[config.mk]
export PLATFORM = sky130hd
export DESIGN_NAME = ptsc_queue
export DESIGN_NICKNAME = d
export VERILOG_FILES = /design/src/hw/rtl/ptsc_pkg.sv /design/src/hw/rtl/ptsc_queue.sv
export SDC_FILE = /design/constraint.sdc
export NUM_CORES = 2
export LEC_CHECK = 0
export ABC_AREA = 1
export BUFFER_PORTS_ARGS = -buffer_cell sky130_fd_sc_hd__buf_2
export CAP_MARGIN = 20
export CORE_ASPECT_RATIO = 2
export CORE_MARGIN = 1.5
export CORE_UTILIZATION = 45
export DETAILED_ROUTE_END_ITERATION = 10
export PLACE_DENSITY = 0.63
export REMOVE_ABC_BUFFERS = 1
export SETUP_SLACK_MARGIN = 0.15
export SLEW_MARGIN = 0
export SYNTH_ARGS = -nofsm -noshare
export SYNTH_HDL_FRONTEND = slang
export SYNTH_SLANG_ARGS = --single-unit
[constraint.sdc]
create_clock -name clk_i -period 9.7 [get_ports clk_i]
set_input_delay 0 -clock clk_i [delete_from_list [all_inputs] [get_ports clk_i]]
set_output_delay 0 -clock clk_i [all_outputs]
set_load 0.05 [all_outputs]
[src/hw/rtl/ptsc_pkg.sv]
// ptsc_pkg: shared types, constants and helpers of the pressure/temperature compensation block
// depends on nothing; used by every module under hw/rtl
`timescale 1ns / 1ps

package ptsc_pkg;

  localparam int unsigned CFG_W     = 48;
  localparam int unsigned CFG_IDX_W = 2;

  localparam logic [CFG_IDX_W-1:0] CFG_TEMP      = 2'd0;
  localparam logic [CFG_IDX_W-1:0] CFG_PRESS_LO  = 2'd1;
  localparam logic [CFG_IDX_W-1:0] CFG_PRESS_MID = 2'd2;
  localparam logic [CFG_IDX_W-1:0] CFG_PRESS_HI  = 2'd3;

  localparam int unsigned FRONT_LAT = 10;
  localparam int unsigned QDEPTH    = 16;
  localparam int unsigned QPTR_W    = $clog2(QDEPTH);
  localparam int unsigned QCNT_W    = $clog2(QDEPTH + 1);
  localparam int unsigned DIV_STEPS = 64;
  localparam int unsigned POST_LAT  = 7;

  localparam logic signed [63:0] PRESS_MAX = 64'sd33554431;

  typedef struct packed {
    logic [19:0] raw_pressure;
    logic [19:0] raw_temperature;
  } in_t;

  typedef struct packed {
    logic signed [15:0] temperature_centi;
    logic [24:0]        pressure_q24_8;
    logic               pressure_valid;
  } out_t;

  typedef struct packed {
    logic [CFG_W-1:0] temp_co;
    logic [CFG_W-1:0] press_lo;
    logic [CFG_W-1:0] press_mid;
    logic [CFG_W-1:0] press_hi;
  } coef_t;

  // one queued item: finished temperature, divide operands, nonzero flag
  typedef struct packed {
    logic signed [15:0] temp;
    logic signed [63:0] num;
    logic signed [31:0] den;
    logic               nz;
  } work_t;

  // signed divide by 2^k, truncating toward zero
  function automatic logic signed [31:0] sdiv_p2_32(logic signed [31:0] x, int unsigned k);
    logic signed [31:0] bias;
    bias = x[31] ? ((32'sd1 <<< k) - 32'sd1) : 32'sd0;
    return (x + bias) >>> k;
  endfunction

  function automatic logic signed [63:0] sdiv_p2_64(logic signed [63:0] x, int unsigned k);
    logic signed [63:0] bias;
    bias = x[63] ? ((64'sd1 <<< k) - 64'sd1) : 64'sd0;
    return (x + bias) >>> k;
  endfunction

endpackage

[src/hw/rtl/ptsc_queue.sv]
// ptsc_queue: small item queue between the front and back parts
// depends on ptsc_pkg
`timescale 1ns / 1ps

module ptsc_queue (
  input  logic                          clk_i,
  input  logic                          rst_ni,
  input  logic                          push_i,
  input  ptsc_pkg::work_t               push_data_i,
  input  logic                          pop_i,
  output ptsc_pkg::work_t               pop_data_o,
  output logic                          empty_o,
  output logic [ptsc_pkg::QCNT_W-1:0]   count_o
);

  ptsc_pkg::work_t                 mem_q [ptsc_pkg::QDEPTH];
  logic [ptsc_pkg::QPTR_W-1:0]     wr_q, rd_q;
  logic [ptsc_pkg::QCNT_W-1:0]     cnt_q;

  always_ff @(posedge clk_i or negedge rst_ni) begin
    if (!rst_ni) begin
      wr_q  <= '0;
      rd_q  <= '0;
      cnt_q <= '0;
    end else begin
      if (push_i) begin
        wr_q <= wr_q + 1'b1;
      end
      if (pop_i) begin
        rd_q <= rd_q + 1'b1;
      end
      if (push_i && !pop_i) begin
        cnt_q <= cnt_q + 1'b1;
      end else if (!push_i && pop_i) begin
        cnt_q <= cnt_q - 1'b1;
      end
    end
  end

  always_ff @(posedge clk_i) begin
    if (push_i) begin
      mem_q[wr_q] <= push_data_i;
    end
  end

  assign pop_data_o = mem_q[rd_q];
  assign empty_o    = (cnt_q == '0);
  assign count_o    = cnt_q;

  a_no_overflow: assert property (@(posedge clk_i) disable iff (!rst_ni)
    push_i && !pop_i |-> cnt_q < ptsc_pkg::QCNT_W'(ptsc_pkg::QDEPTH))
    else $error("queue overflow");

  a_no_underflow: assert property (@(posedge clk_i) disable iff (!rst_ni)
    pop_i |-> cnt_q != '0)
    else $error("queue pop while empty");

  a_ptr_track: assert property (@(posedge clk_i) disable iff (!rst_ni)
    (wr_q - rd_q) == cnt_q[ptsc_pkg::QPTR_W-1:0])
    else $error("queue pointers disagree with count");

endmodule

==> results.sh <==
export IMPL_outcome="finished clean"
export IMPL_first_pass_grt_wire_length_um=307000
export IMPL_timing_final_crit_share_pct=55.3
export IMPL_max_capacitance_violation_total=0
export IMPL_die_height_um=591
export IMPL_grt_remaining_overflow=0
export IMPL_cts_tree="done"
export IMPL_min_from="push_i"
export IMPL_ys_seq_elements=1821
export IMPL_numPlacedInstances=9571
export IMPL_synth_top_cells_by_area="sky130_fd_sc_hd__edfxtp_1, sky130_fd_sc_hd__nand2_1, sky130_fd_sc_hd__nand3_1, sky130_fd_sc_hd__inv_1, sky130_fd_sc_hd__buf_2"
export IMPL_number_of_global_route_vias_before_repair=50800
export IMPL_clock_sink_count=1821
export IMPL_ctsResizeCount=0
export IMPL_power_leakage_nw=36.9
export IMPL_dieWidth_um=297
export IMPL_drt_drc_violations_left=0
export IMPL_io_buffers=235
export IMPL_hold_class="input port to flop"
export IMPL_first_iter_violations=4324
export IMPL_timing_critical_path_fanout_max=165
export IMPL_timing_worst_setup_path_type="flop to output port"
export IMPL_setup_violations_final=0
export IMPL_instances_no_fill=9986
export IMPL_clk_transition_reported_paths_ps=60
export IMPL_dr_vias=51700
export IMPL_seq_area_frac_synth_pct=70.2
export IMPL_cp_startpoint="rd_q[0]$_DFFE_PN0P_"
export IMPL_initial_antenna_violation_count=27
export IMPL_firstDrtPassIters=5
export IMPL_clock_skew_final_ps=44.0
export IMPL_die_area_um2=176000
export IMPL_ys_warnings_count=0
export IMPL_timing_critical_path_required_ps=9700
export IMPL_cts_made_buffers=166
export IMPL_dp_final_hpwl_um=95300
export IMPL_floorplan_initialDensity_pct=45.4
export IMPL_fp_row_count=215
export IMPL_layout_drive_gt1_share_pct=6.91
export IMPL_max_slew_margin_pct=9.89
export IMPL_ioPinCount=236
export IMPL_placeableCoreArea_um2=172000
export IMPL_grt_setup_unrepaired="no"
export IMPL_hold_violations=0
export IMPL_pin_count_of_the_biggest_net_entering_global_routing=219
export IMPL_cts_htree_levels=4
export IMPL_finalMaxSlewViolations=0
export IMPL_vias_per_cell=5.18
export IMPL_timing_worst_slew_pin_value_ps=1350
export IMPL_synth_area_per_cell_um2=10.6
export IMPL_detail_route_wirelength_um=204000
export IMPL_yosys_top_cell_area_share_pct=69.7
export IMPL_grt_util_all_layers_pct=23.0
export IMPL_critPathCaptureType="output port"
export IMPL_r2r_start="wr_q[1]$_DFFE_PN0P_"
export IMPL_post_synth_inst_count=7374
export IMPL_arrival_ps=5370
export IMPL_power_density_nw_per_um2=302
export IMPL_crit_path_start_kind="flop"
export IMPL_detail_route_wl_per_cell_um=20.4
export IMPL_synth_largest_area_cell="sky130_fd_sc_hd__edfxtp_1"
export IMPL_post_cts_buffers=0
export IMPL_design_final_nets=7707
export IMPL_ctsLongestPathBuffers=4
export IMPL_netlist_cell_type_count=25
export IMPL_synth_area_um2=77900
export IMPL_gpl_final_weighted_congestion=0.756
export IMPL_flow_area_growth_from_synthesis_pct=11.7
export IMPL_post_layout_total_power_mw=26.3
export IMPL_utilization_pct=50.7
export IMPL_clock_latency_ps=810
export IMPL_vdd_drop_max_mv=0.230
export IMPL_antenna_left=0
export IMPL_clock_tree_root_cell="sky130_fd_sc_hd__clkbuf_16"
export IMPL_finalCriticalPeriod_ps=5370
export IMPL_timing_fmax_mhz=186
through the flow:
step | setup TNS [ps] | setup WS (ps) | area (um2) | hold WS [ps]
final | 0 | 4330 | 87000 | 96.5
after global routing | 0 | 4130 | 87000 | 94.7
after CTS | 0 | 4290 | 86900 | 35.5
after detailed placement | 0 | 5180 | 80800 | -31.7
after global placement | 0 | 5190 | 80800 | -35.5
after floorplan | -4267300 | -37600 | 75900 | -296
state kept, by name (all words and copies together) (netlist names):
name / cells
wr_q: 4
rd_q: 4
mem_q: 1808
count_o: 5
area by class of cell:
type | instances | area (um2)
Antenna cell | 8 | 20.0
Inverter | 1371 | 5180
Fill cell | 15100 | 84700
Clock inverter | 78 | 593
Clock buffer | 210 | 4360
Tap cell | 2278 | 2850
Multi-Input combinational cell | 3804 | 16300
Timing Repair Buffer | 416 | 3070
Sequential cell | 1821 | 54600
critical path, cell delays in order, from the launching register on:
cell and delay (ps):
sky130_fd_sc_hd__dfrtp_4 950, sky130_fd_sc_hd__buf_12 520, sky130_fd_sc_hd__buf_4 860, sky130_fd_sc_hd__buf_4 700, sky130_fd_sc_hd__nand2_1 100, sky130_fd_sc_hd__nand2_1 100
sky130_fd_sc_hd__nand2_1 50, sky130_fd_sc_hd__nand3_1 80, sky130_fd_sc_hd__nand3_1 80, sky130_fd_sc_hd__nand2_1 300, sky130_fd_sc_hd__buf_2 330
layout by cell type, fill, tap and decap left out:
cell / n
sky130_fd_sc_hd__nand2_1: 2398
sky130_fd_sc_hd__edfxtp_1: 1808
sky130_fd_sc_hd__inv_1: 1367
sky130_fd_sc_hd__nand3_1: 1360
sky130_fd_sc_hd__buf_2: 235
sky130_fd_sc_hd__clkbuf_16: 168
sky130_fd_sc_hd__dlygate4sd3_1: 117
sky130_fd_sc_hd__buf_4: 46
sky130_fd_sc_hd__clkbuf_1: 42
sky130_fd_sc_hd__clkinv_1: 38
sky130_fd_sc_hd__clkinv_2: 19
sky130_fd_sc_hd__nor2_4: 16
sky130_fd_sc_hd__buf_12: 16
sky130_fd_sc_hd__ha_1: 9
sky130_fd_sc_hd__dfrtp_1: 9
sky130_fd_sc_hd__diode_2: 8
sky130_fd_sc_hd__bufinv_16: 8
sky130_fd_sc_hd__xor2_1: 7
sky130_fd_sc_hd__clkinvlp_4: 5
sky130_fd_sc_hd__inv_8: 4
sky130_fd_sc_hd__clkinv_4: 4
sky130_fd_sc_hd__dfrtp_4: 4
sky130_fd_sc_hd__o21ai_0: 3
sky130_fd_sc_hd__inv_6: 3
sky130_fd_sc_hd__nor2_1: 2
sky130_fd_sc_hd__nand4_1: 2
sky130_fd_sc_hd__buf_16: 2
sky130_fd_sc_hd__nor4_1: 1
sky130_fd_sc_hd__xnor2_1: 1
sky130_fd_sc_hd__a21oi_1: 1
sky130_fd_sc_hd__o22ai_1: 1
sky130_fd_sc_hd__or2_2: 1
sky130_fd_sc_hd__nand2b_1: 1
sky130_fd_sc_hd__fa_1: 1
sky130_fd_sc_hd__clkinv_8: 1
synth_stat cells:
cell type,instances
sky130_fd_sc_hd__a21oi_1,1
sky130_fd_sc_hd__buf_1,47
sky130_fd_sc_hd__buf_2,181
sky130_fd_sc_hd__buf_4,66
sky130_fd_sc_hd__buf_6,8
sky130_fd_sc_hd__clkbuf_1,75
sky130_fd_sc_hd__clkbuf_2,1
sky130_fd_sc_hd__clkinv_1,1
sky130_fd_sc_hd__dfrtp_1,13
sky130_fd_sc_hd__edfxtp_1,1808
sky130_fd_sc_hd__fa_1,1
sky130_fd_sc_hd__ha_1,9
sky130_fd_sc_hd__inv_1,1367
sky130_fd_sc_hd__inv_2,3
sky130_fd_sc_hd__nand2_1,2398
sky130_fd_sc_hd__nand2b_1,1
sky130_fd_sc_hd__nand3_1,1360
sky130_fd_sc_hd__nand4_1,2
sky130_fd_sc_hd__nor2_1,18
sky130_fd_sc_hd__nor4_1,1
sky130_fd_sc_hd__o21ai_0,3
sky130_fd_sc_hd__o22ai_1,1
sky130_fd_sc_hd__or2_2,1
sky130_fd_sc_hd__xnor2_1,1
sky130_fd_sc_hd__xor2_1,7
where the power goes:
part | switching (mW) | internal [mW] | leakage [nW]
Combinational | 7.91 | 2.42 | 18.0
Clock | 2.80 | 3.39 | 2.40
Sequential | 0.296 | 9.46 | 16.5
Total | 11.0 | 15.3 | 36.9
per-layer routing:
| metal | track usage (%) | vias to the layer above | routed length [um] |
|---|---|---|---|
| li1 | - | 24200 | - |
| met1 | 28.5 | 25400 | 81900 |
| met2 | 41.5 | 1696 | 104000 |
| met3 | 2.87 | 386 | 12000 |
| met4 | 7.36 | 24 | 5960 |
| met5 | 0 | - | 143 |
logic make-up (layout without fill, tap and decap cells):
| family | Yosys count | count (layout) | share of synthesized area [%] |
|---|---|---|---|
| and+or+nand+nor | 3781 | 3781 | 20.4 |
| DFF | 1821 | 1821 | 70.2 |
| buffers and inverters | 1749 | 2075 | 9.12 |
| adders and majority gates | 10 | 10 | 0.170 |
| xor gates and xnor gates | 8 | 8 | 0.0900 |
| AOI/OAI and AO/OA | 5 | 5 | 0.0337 |
| other | 0 | 8 | 0 |
timing repair:
item | in CTS | in global routing
setup endpoints to repair | 0 | 0
hold buffers | 117 | 0
endpoints found under the hold margin | 1834 | 0
worst paths after layout:
check	depth (start not counted)	end	slack, ps
max in group asynchronous	3	rd_q[0]$_DFFE_PN0P_	8610
min reg2reg	2	count_o[4]$_DFFE_PN0P_	560
min	3	wr_q[0]$_DFFE_PN0P_	100
min in group asynchronous	3	wr_q[2]$_DFFE_PN0P_	450
max	10	pop_data_o[16]	4330
max reg2reg	6	mem_q[13][78]$_DFFE_PP_	6390
Power figures use the tool's default switching activity.
